### src/rtl/asfs_pkg.sv
`default_nettype none
package asfs_pkg;

    localparam int INDEX_BITS_DEF = 32;

    localparam logic [7:0] PAD_MASK       = 8'h83;
    localparam logic [3:0] MAGIC_FORK_POS = 4'd5;
    localparam logic [3:0] MAGIC_LAST_POS = 4'd8;
    localparam logic [7:0] CH_NEWLINE     = 8'h0a;
    localparam logic [7:0] CH_DASH        = 8'h2d;

    typedef enum logic [1:0] {
        PH_MAGIC  = 2'd0,
        PH_FRAMES = 2'd1,
        PH_HALT   = 2'd2
    } t_phase;

    typedef enum logic [1:0] {
        KIND_MAGIC = 2'd0,
        KIND_FRAME = 2'd1,
        KIND_DROP  = 2'd2
    } t_kind;

    typedef enum logic [2:0] {
        ST_OK        = 3'd0,
        ST_BAD_MAGIC = 3'd1,
        ST_PADDING   = 3'd2,
        ST_BAD_TYPE  = 3'd3,
        ST_TRUNCATED = 3'd4,
        ST_HALTED    = 3'd5
    } t_status;

    typedef struct packed {
        logic [7:0] data_byte;
        logic       stream_end;
    } t_in_item;

    typedef struct packed {
        logic [7:0]  byte_out;
        logic [1:0]  byte_kind;
        logic        frame_start;
        logic        frame_end;
        logic [3:0]  frame_type;
        logic [31:0] frame_index;
        logic        wideband;
        logic [2:0]  status;
    } t_out_item;

    typedef struct packed {
        logic       ok;
        logic [5:0] left;
    } t_flen;

    // expected magic text, wideband spelling; narrowband forks off at position 5
    function automatic logic [7:0] magic_char(input logic [3:0] pos);
        logic [7:0] c;
        case (pos)
            4'd0:    c = 8'h23;
            4'd1:    c = 8'h21;
            4'd2:    c = 8'h41;
            4'd3:    c = 8'h4d;
            4'd4:    c = 8'h52;
            4'd5:    c = CH_DASH;
            4'd6:    c = 8'h57;
            4'd7:    c = 8'h42;
            4'd8:    c = CH_NEWLINE;
            default: c = 8'h00;
        endcase
        return c;
    endfunction

    // payload bytes after the header: bit count rounded up to bytes
    function automatic t_flen frame_len(input logic wide, input logic [3:0] ft);
        t_flen r;
        r.ok   = 1'b1;
        r.left = 6'd0;
        if (wide) begin
            case (ft)
                4'd0:    r.left = 6'd17;
                4'd1:    r.left = 6'd23;
                4'd2:    r.left = 6'd32;
                4'd3:    r.left = 6'd36;
                4'd4:    r.left = 6'd40;
                4'd5:    r.left = 6'd46;
                4'd6:    r.left = 6'd50;
                4'd7:    r.left = 6'd58;
                4'd8:    r.left = 6'd60;
                4'd9:    r.left = 6'd5;
                4'd14,
                4'd15:   r.left = 6'd0;
                default: r.ok   = 1'b0;
            endcase
        end else begin
            case (ft)
                4'd0:    r.left = 6'd12;
                4'd1:    r.left = 6'd13;
                4'd2:    r.left = 6'd15;
                4'd3:    r.left = 6'd17;
                4'd4:    r.left = 6'd19;
                4'd5:    r.left = 6'd20;
                4'd6:    r.left = 6'd26;
                4'd7:    r.left = 6'd31;
                4'd8:    r.left = 6'd5;
                4'd9:    r.left = 6'd6;
                4'd10:   r.left = 6'd5;
                4'd11:   r.left = 6'd5;
                4'd15:   r.left = 6'd0;
                default: r.ok   = 1'b0;
            endcase
        end
        return r;
    endfunction

endpackage
`default_nettype wire

### src/rtl/amr_storage_frame_splitter.sv
// amr storage-format frame splitter
//
// input channel: i_in_valid / o_in_ready carry one file byte per item, with
// stream_end set on the last byte of the file. output channel: o_out_valid /
// i_out_ready carry one tagged item per input item, in order.
// each byte is registered on entry, then classified (magic text, frame header
// via the frame-type length table, frame body) and the tagged result is
// registered on exit. throughput is one item per cycle while the receiver
// takes results; the parser state (magic position, bytes left in the frame,
// frame counter) updates in the same cycle that moves an item from the input
// register to the result register.
// a held result stalls the transfer; the input register still takes one more
// item, after which o_in_ready drops until the receiver takes the result.
// synchronous active-low reset empties both registers and returns the parser
// to magic matching with frame index zero and no error.
// errors are sticky: after one, every byte is tagged discarded with the code.
// frame_index saturates at 2^INDEX_BITS-1 and shows its low 32 bits.
`default_nettype none
module amr_storage_frame_splitter #(
    parameter int INDEX_BITS = asfs_pkg::INDEX_BITS_DEF
) (
    input  wire logic                i_clk,
    input  wire logic                i_rst_n,
    input  wire logic                i_in_valid,
    output logic                     o_in_ready,
    input  wire asfs_pkg::t_in_item  i_in_item,
    output logic                     o_out_valid,
    input  wire logic                i_out_ready,
    output asfs_pkg::t_out_item      o_out_item
);
    import asfs_pkg::*;

    logic      r_in_valid;
    t_in_item  r_in;
    logic      r_out_valid;
    t_out_item r_out;
    t_out_item w_res;
    logic      w_adv;

    assign w_adv       = r_in_valid && (!r_out_valid || i_out_ready);
    assign o_in_ready  = !r_in_valid || w_adv;
    assign o_out_valid = r_out_valid;
    assign o_out_item  = r_out;

    asfs_core #(
        .INDEX_BITS(INDEX_BITS)
    ) u_core (
        .i_clk  (i_clk),
        .i_rst_n(i_rst_n),
        .i_en   (w_adv),
        .i_item (r_in),
        .o_res  (w_res)
    );

    always_ff @(posedge i_clk) begin
        if (!i_rst_n) begin
            r_in_valid  <= 1'b0;
            r_out_valid <= 1'b0;
        end else begin
            if (o_in_ready) begin
                r_in_valid <= i_in_valid;
            end
            if (w_adv) begin
                r_out_valid <= 1'b1;
            end else if (i_out_ready) begin
                r_out_valid <= 1'b0;
            end
        end
    end

    always_ff @(posedge i_clk) begin
        if (o_in_ready && i_in_valid) begin
            r_in <= i_in_item;
        end
        if (w_adv) begin
            r_out <= w_res;
        end
    end

endmodule
`default_nettype wire

### src/rtl/asfs_core.sv
`default_nettype none
module asfs_core #(
    parameter int INDEX_BITS = asfs_pkg::INDEX_BITS_DEF
) (
    input  wire logic                i_clk,
    input  wire logic                i_rst_n,
    input  wire logic                i_en,
    input  wire asfs_pkg::t_in_item  i_item,
    output asfs_pkg::t_out_item      o_res
);
    import asfs_pkg::*;

    localparam logic [INDEX_BITS-1:0] CNT_MAX = '1;

    t_phase                r_phase, n_phase;
    logic [3:0]            r_pos, n_pos;
    logic                  r_wide, n_wide;
    logic [5:0]            r_left, n_left;
    logic [3:0]            r_type, n_type;
    logic [INDEX_BITS-1:0] r_cnt, n_cnt;
    t_status               r_code, n_code;

    logic [7:0]            w_b;
    logic                  w_last;
    logic                  w_mag_ok, w_mag_done, w_set_wide;
    logic                  w_pad_bad;
    t_flen                 w_flen;
    logic                  w_frm_end, w_hdr;
    logic [INDEX_BITS+31:0] w_cnt_ext;

    assign w_b       = i_item.data_byte;
    assign w_last    = i_item.stream_end;
    assign w_cnt_ext = {32'd0, r_cnt};

    // decode of the current byte against the current state
    always_comb begin
        w_mag_ok   = 1'b0;
        w_mag_done = 1'b0;
        w_set_wide = 1'b0;
        if (r_pos == MAGIC_FORK_POS) begin
            w_mag_ok   = (w_b == CH_NEWLINE) || (w_b == CH_DASH);
            w_mag_done = (w_b == CH_NEWLINE);
            w_set_wide = (w_b == CH_DASH);
        end else if (r_pos <= MAGIC_LAST_POS) begin
            w_mag_ok   = (w_b == magic_char(r_pos));
            w_mag_done = (r_pos == MAGIC_LAST_POS);
        end
        w_pad_bad = (w_b & PAD_MASK) != 8'd0;
        w_flen    = frame_len(r_wide, w_b[6:3]);
        w_hdr     = (r_left == 6'd0);
        if (w_hdr) begin
            w_frm_end = (w_flen.left == 6'd0);
        end else begin
            w_frm_end = (r_left == 6'd1);
        end
    end

    // next state
    always_comb begin
        n_phase = r_phase;
        n_pos   = r_pos;
        n_wide  = r_wide;
        n_left  = r_left;
        n_type  = r_type;
        n_cnt   = r_cnt;
        n_code  = r_code;
        case (r_phase)
            PH_MAGIC: begin
                if (w_set_wide) begin
                    n_wide = 1'b1;
                end
                if (!w_mag_ok || (w_last && !w_mag_done)) begin
                    n_phase = PH_HALT;
                    n_code  = ST_BAD_MAGIC;
                end else begin
                    n_pos = r_pos + 4'd1;
                    if (w_last) begin
                        n_phase = PH_HALT;
                        n_code  = ST_HALTED;
                    end else if (w_mag_done) begin
                        n_phase = PH_FRAMES;
                    end
                end
            end
            PH_FRAMES: begin
                if (w_hdr && w_pad_bad) begin
                    n_phase = PH_HALT;
                    n_code  = ST_PADDING;
                end else if (w_hdr && !w_flen.ok) begin
                    n_phase = PH_HALT;
                    n_code  = ST_BAD_TYPE;
                end else begin
                    if (w_hdr) begin
                        n_type = w_b[6:3];
                        n_left = w_flen.left;
                    end else begin
                        n_left = r_left - 6'd1;
                    end
                    if (w_frm_end && r_cnt != CNT_MAX) begin
                        n_cnt = r_cnt + INDEX_BITS'(1);
                    end
                    if (w_last) begin
                        n_phase = PH_HALT;
                        n_code  = w_frm_end ? ST_HALTED : ST_TRUNCATED;
                    end
                end
            end
            default: begin
            end
        endcase
    end

    // result fields
    always_comb begin
        o_res.byte_out    = w_b;
        o_res.byte_kind   = KIND_DROP;
        o_res.frame_start = 1'b0;
        o_res.frame_end   = 1'b0;
        o_res.frame_type  = 4'd0;
        o_res.frame_index = w_cnt_ext[31:0];
        o_res.wideband    = n_wide;
        o_res.status      = ST_OK;
        case (r_phase)
            PH_MAGIC: begin
                o_res.frame_index = 32'd0;
                if (!w_mag_ok || (w_last && !w_mag_done)) begin
                    o_res.status = ST_BAD_MAGIC;
                end else begin
                    o_res.byte_kind = KIND_MAGIC;
                end
            end
            PH_FRAMES: begin
                if (w_hdr && w_pad_bad) begin
                    o_res.status = ST_PADDING;
                end else if (w_hdr && !w_flen.ok) begin
                    o_res.status = ST_BAD_TYPE;
                end else begin
                    o_res.byte_kind   = KIND_FRAME;
                    o_res.frame_start = w_hdr;
                    o_res.frame_end   = w_frm_end;
                    o_res.frame_type  = n_type;
                    if (w_last && !w_frm_end) begin
                        o_res.status = ST_TRUNCATED;
                    end
                end
            end
            default: begin
                o_res.status = r_code;
            end
        endcase
    end

    always_ff @(posedge i_clk) begin
        if (!i_rst_n) begin
            r_phase <= PH_MAGIC;
            r_pos   <= 4'd0;
            r_wide  <= 1'b0;
            r_left  <= 6'd0;
            r_type  <= 4'd0;
            r_cnt   <= '0;
            r_code  <= ST_OK;
        end else if (i_en) begin
            r_phase <= n_phase;
            r_pos   <= n_pos;
            r_wide  <= n_wide;
            r_left  <= n_left;
            r_type  <= n_type;
            r_cnt   <= n_cnt;
            r_code  <= n_code;
        end
    end

    a_halt_sticky: assert property (@(posedge i_clk) disable iff (!i_rst_n)
        r_phase == PH_HALT |=> r_phase == PH_HALT)
        else $error("left halted phase");

    a_no_magic_return: assert property (@(posedge i_clk) disable iff (!i_rst_n)
        r_phase == PH_FRAMES |=> r_phase != PH_MAGIC)
        else $error("returned to magic phase");

    a_count_step: assert property (@(posedge i_clk) disable iff (!i_rst_n)
        (i_en && o_res.frame_end && r_cnt != CNT_MAX)
            |=> r_cnt == $past(r_cnt) + INDEX_BITS'(1))
        else $error("frame count not advanced on frame end");

endmodule
`default_nettype wire

### config.mk
export PLATFORM = sky130hd
export DESIGN_NAME = amr_storage_frame_splitter
export DESIGN_NICKNAME = d
export VERILOG_FILES = /design/src/rtl/asfs_pkg.sv /design/src/rtl/amr_storage_frame_splitter.sv /design/src/rtl/asfs_core.sv
export SDC_FILE = /design/constraint.sdc
export NUM_CORES = 1
export LEC_CHECK = 0
export ABC_AREA = 1
export BUFFER_PORTS_ARGS = -buffer_cell sky130_fd_sc_hd__buf_2
export CAP_MARGIN = 5
export CORE_MARGIN = 1.5
export CORE_UTILIZATION = 64
export DETAILED_ROUTE_END_ITERATION = 6
export PLACE_DENSITY = 0.92
export SLEW_MARGIN = 40
export SYNTH_ARGS = -nofsm -noshare
export SYNTH_HDL_FRONTEND = slang
export SYNTH_SLANG_ARGS = --single-unit
### constraint.sdc
create_clock -name i_clk -period 3.9 [get_ports i_clk]
set_input_delay 0.195 -clock i_clk [delete_from_list [all_inputs] [get_ports i_clk]]
set_output_delay 0.195 -clock i_clk [all_outputs]
set_load 0.03 [all_outputs]
# Word level (Yosys, flattened, before mapping)
# Memories as Yosys holds them, arrays and structs flattened. A register that Yosys moved wholly into a read port is not among the register bits.
# Index checks and enable logic that the tools add are counted.
# op_classes
addsub	3
magnitude_cmp	1
bitwise_logic	4
n_eq_ne	24
muxes	47
reduce_logical	33
# ops
operator	n
one-hot mux 6 bit (10 select lines)	1
one-hot mux 5 bit (10 select lines)	1
adder 32 x 1 -> 32 bit, second input constant	1
two-way mux 8 bit	4
!= test 32 bit, second input constant	1
equality test 4 bit, second input constant	7
two-way mux 3 bit	8
two-way mux 4 bit	6
equality test 4 x 3 -> 1 bit, second input constant	5
two-way mux 1 bit	14
two-way mux 2 bit	7
OR reduction 13 bit	1
zero test 6 bit	2
one-hot mux 3 bit (2 select lines)	2
AND reduction 4 bit	3
OR reduction 12 bit	1
equality test 4 x 2 -> 1 bit, second input constant	2
equality test 8 x 4 -> 1 bit, second input constant	1
equality test 8 x 6 -> 1 bit, second input constant	1
equality test 8 bit	1
!= test 4 x 2 -> 1 bit, second input constant	2
one-hot mux 2 bit (2 select lines)	2
nonzero test 8 bit	1
logical AND 1 bit	7
18 further kinds	31
# word_totals
input_bits	13
memories	1
out_inout_bits	54
elab_cells	132
regBits	115
mem_bits_ro	112
# mem_list
memory	depth	width	rd	rd_clocked_by_memory_dff	write_ports	line_no	source
(no name shown)	16	7	1	1	0	asfs_pkg.sv:57	case (pos)

# Longest topological paths before layout
# logic_depth
depth_word	12
mapped_depth	18
depth_no_buf	17

# Hierarchy
# A second synthesis with hierarchy kept.
# hier_totals
cells_unflattened	746
hier_area_um2	6157.2
# by_module_without_submodules
module	n_inst	seq_area_each_um2	area_each_um2	cells_each
asfs_core	1	1181.1	4230.3	672
amr_storage_frame_splitter	1	1871.8	1926.8	74

# Worst setup path after synthesis
# No wires, ideal clock.
# synth_path
kind	register to register
from	register r_out_valid, in the netlist o_out_valid
to	register u_core.r_type[0]
path_stages_with_launch	8
n_path_buf	1
setup_slack_ns	1.121
synth_period_minus_slack_ns	2.779
setup_ns	0.124
arrival_time_ns	2.655
t_required_ns	3.776
path_cell_list	dfxtp_1 > nand2_1 > nand2_1 > inv_1 > clkbuf_1 > nand2_1 > o211ai_1 > inv_1
# synth_between
elab_chain_len	3
# synth_lines
item	line_no	source
start: declaration	amr_storage_frame_splitter.sv:35	logic r_out_valid;
start signal: assignment	amr_storage_frame_splitter.sv:58	r_out_valid <= 1'b0;
start signal: assignment	amr_storage_frame_splitter.sv:64	r_out_valid <= 1'b1;
start signal: assignment	amr_storage_frame_splitter.sv:66	r_out_valid <= 1'b0;
zero test 1 bit	amr_storage_frame_splitter.sv:40	assign w_adv = r_in_valid && (!r_out_valid || i_out_ready);
logical OR 1 bit	amr_storage_frame_splitter.sv:40	
logical AND 1 bit	amr_storage_frame_splitter.sv:40	
net u_core.i_en	asfs_core.sv:7	input wire logic i_en,
end signal: assignment	asfs_core.sv:167	r_type <= n_type;
end: declaration	asfs_core.sv:19	logic [3:0] r_type, n_type;
# The timed path passes the listed nets, and every way through them passes these cells.
# A chain may end at the register's enable or synchronous reset.

==> results.json <==
{
  "setup_viol": 0,
  "drc": 0,
  "synth_compound_area_frac": 0.0843,
  "wl_per_cell_um": 14.4,
  "ioPinCount": 67,
  "clock-sinks": 122,
  "ys_seq_area_frac": 0.474,
  "fin_skew_ns": 0.00814,
  "final.period_utilization": 0.694,
  "grt_max_degree": 64,
  "cts_max_level": 4,
  "core_sq_um": 9770,
  "grt-ovfl-total": 0,
  "grtUsageTotal": 0.287,
  "synthAdderAreaFrac": 0.0214,
  "hp-class": "in -> reg",
  "numCtsBuffers": 17,
  "antenna_left": 0,
  "synth_area_per_cell_sq_um": 8.18,
  "dr.pass1.iters": 6,
  "power_leakage_nw": 3.02,
  "grt_pass1_wl_um": 23400,
  "dp.cells": 966,
  "drv_cap": 0,
  "fin_nets": 887,
  "critical_path_class": "reg -> reg",
  "drive_gt1_frac": 0.167,
  "synthSimpleGateAreaFrac": 0.272,
  "cts_tree": "yes",
  "antenna_found_initial": 0,
  "layout_commonest_cell": "nand2_1",
  "synth_warnings": 0,
  "die-area_sq_um": 10700,
  "crit_path_end_kind": "register",
  "slew_headroom": 0.479,
  "wirelength_um": 14400,
  "critPathLaunchType": "register",
  "viasPerCell": 5.55,
  "worstSkewPairLatency_ns": 0.53,
  "post_cts_resized": 0,
  "status": "finished, final reports clean",
  "ir_drop_v": 0.000288,
  "fmaxAchievable_mhz": 370,
  "fin_total_pwr_mw": 3.07,
  "critical_path_arrival_ns": 3.13,
  "critPathMaxFanout": 12,
  "synth.distinct_cells": 43,
  "clock-root-buffer": "clkbuf_8",
  "clock_path_buffers": 2,
  "io_buffer_count": 66,
  "syn_area_sq_um": 6440,
  "synthCells": 788,
  "synth-xor-area-share": 0.0476,
  "muxShareOfSynthArea": 0,
  "setup_tns_ns": 0,
  "syn_nets": 812,
  "initial_core_util": 0.659,
  "cts_hold_repair.buffers": 11,
  "place.gp.congestion": 0.949,
  "die_w_um": 103,
  "slew_violations": 0,
  "fin_cells": 1006,
  "area_growth_syn_to_layout_pct": 15.0,
  "diodes": 0,
  "dr_total_vias": 5586,
  "synth-seq-cells": 122,
  "worstPathRequired_ns": 4.32,
  "hold_viol_final": 0,
  "tightest_slew_ns": 0.781,
  "rsz0062_at_grt": "no",
  "place_hpwl_um": 9240,
  "final_cell_mix": "nand2_1, nor2_1, inv_1, buf_2",
  "min_period_ns": 2.71,
  "post_cts_buffers": 0,
  "die_y_um": 103,
  "synth_top_family_by_area": "simple AND/OR/NAND/NOR gates",
  "power.density_nw_per_um2": 415,
  "first_iter_violations": 539,
  "path_clk_slew_ns": 0.06,
  "num_rows": 36,
  "grt_pass1_vias": 5134
}
==> state kept, by name, indices dropped and copies added, names as in the netlist, named ones only <==
register and flops:
r_in_valid 1, u_core.r_cnt 32, u_core.r_code 3, u_core.r_type 4, u_core.r_wide 1, u_core.r_left 6, r_in 9, o_out_valid 1
u_core.r_phase 2, o_out_item 52, u_core.r_pos 4
==> synthesized netlist by cell type (all sizes together) <==
master     n  area share
edfxtp    61        0.28
nor2     111       0.074
o21bai     1      0.0017
xor2      35       0.048
nand3b     1      0.0012
nor4       5      0.0058
dfxtp     61        0.19
nand3     61       0.049
o2111ai    2      0.0027
nand2    178        0.11
inv      115       0.070
buf       17       0.027
a31oi      4      0.0039
a21oi     45       0.036
o211ai    11       0.015
o221ai     1      0.0014
nand4     13       0.014
ha        11       0.021
clkbuf     7      0.0041
o31ai      2      0.0023
nor3      19       0.018
and2       1     0.00097
clkinv     1     0.00058
a211oi     1      0.0012
o21ai     24       0.020
==> stage by stage <==
| step | worst slack, ns | cell area [sq um] | utilization | hold slack, ns |
|---|---|---|---|---|
| after floorplan | 1.12 | 6440 | - | 0.294 |
| after global placement | 1.37 | 6760 | 0.692 | 0.371 |
| after detailed placement | 1.29 | 6760 | 0.692 | 0.374 |
| after CTS | 1.25 | 7410 | 0.758 | 0.115 |
| after global routing | 0.938 | 7410 | 0.758 | 0.156 |
| final | 1.19 | 7410 | 0.758 | 0.128 |
==> layout make-up <==
cell class                      count  area (sq um)
Clock buffer                       20           435
Clock inverter                      9           101
Fill cell                         685          2360
Inverter                          116           453
Multi-Input combinational cell    526          2740
Sequential cell                   122          3050
Tap cell                          133           166
Timing Repair Buffer               80           463
==> final timing paths <==
kind,startpoint,end,slack [ns],depth (start not counted)
setup / recovery,r_in[6]$_DFFE_PP_,register,1.19,15
hold / removal,i_rst_n,u_core.r_cnt[0]$_SDFFE_PN0P_,0.13,3
setup reg to reg,r_in[6]$_DFFE_PP_,register,1.19,15
hold reg to reg,u_core.r_cnt[31]$_SDFFE_PN0P_,u_core.r_cnt[31]$_SDFFE_PN0P_,0.46,2
==> where the power goes <==
group	switching (mW)	internal (mW)
combinational	0.160	0.0590
sequential	0.0236	1.39
clock	0.536	0.908
==> kinds of logic after synthesis <==
group                    after synthesis
AND/OR/NAND/NOR                      389
AO/OA/AOI/OAI                         91
adder cells (fa/ha/maj)               11
flip-flops                           122
XOR/XNOR                              35
buffers and inverters                140
==> worst max-delay path: stages (launching register included) <==
cell,delay (ns)
edfxtp_1,0.61
inv_1,0.25
nand2_2,0.08
nor2_1,0.13
nand2_1,0.07
nand3_1,0.11
nand2_1,0.07
nor2_1,0.17
nand3_1,0.14
nand2_1,0.09
nand2_1,0.08
nor2_2,0.22
inv_1,0.07
ha_1,0.29
o21ai_1,0.16
inv_1,0.05
==> routing by layer <==
| layer | routed length [um] | global-route usage | vias up |
|---|---|---|---|
| met1 | 6260 | 0.378 | 2546 |
| met5 | 0 | 0 | - |
| met3 | 1170 | 0.0739 | 46 |
| met2 | 6650 | 0.443 | 277 |
| li1 | - | - | 2717 |
| met4 | 361 | 0.143 | 0 |
(Power assumes the default switching activity.)
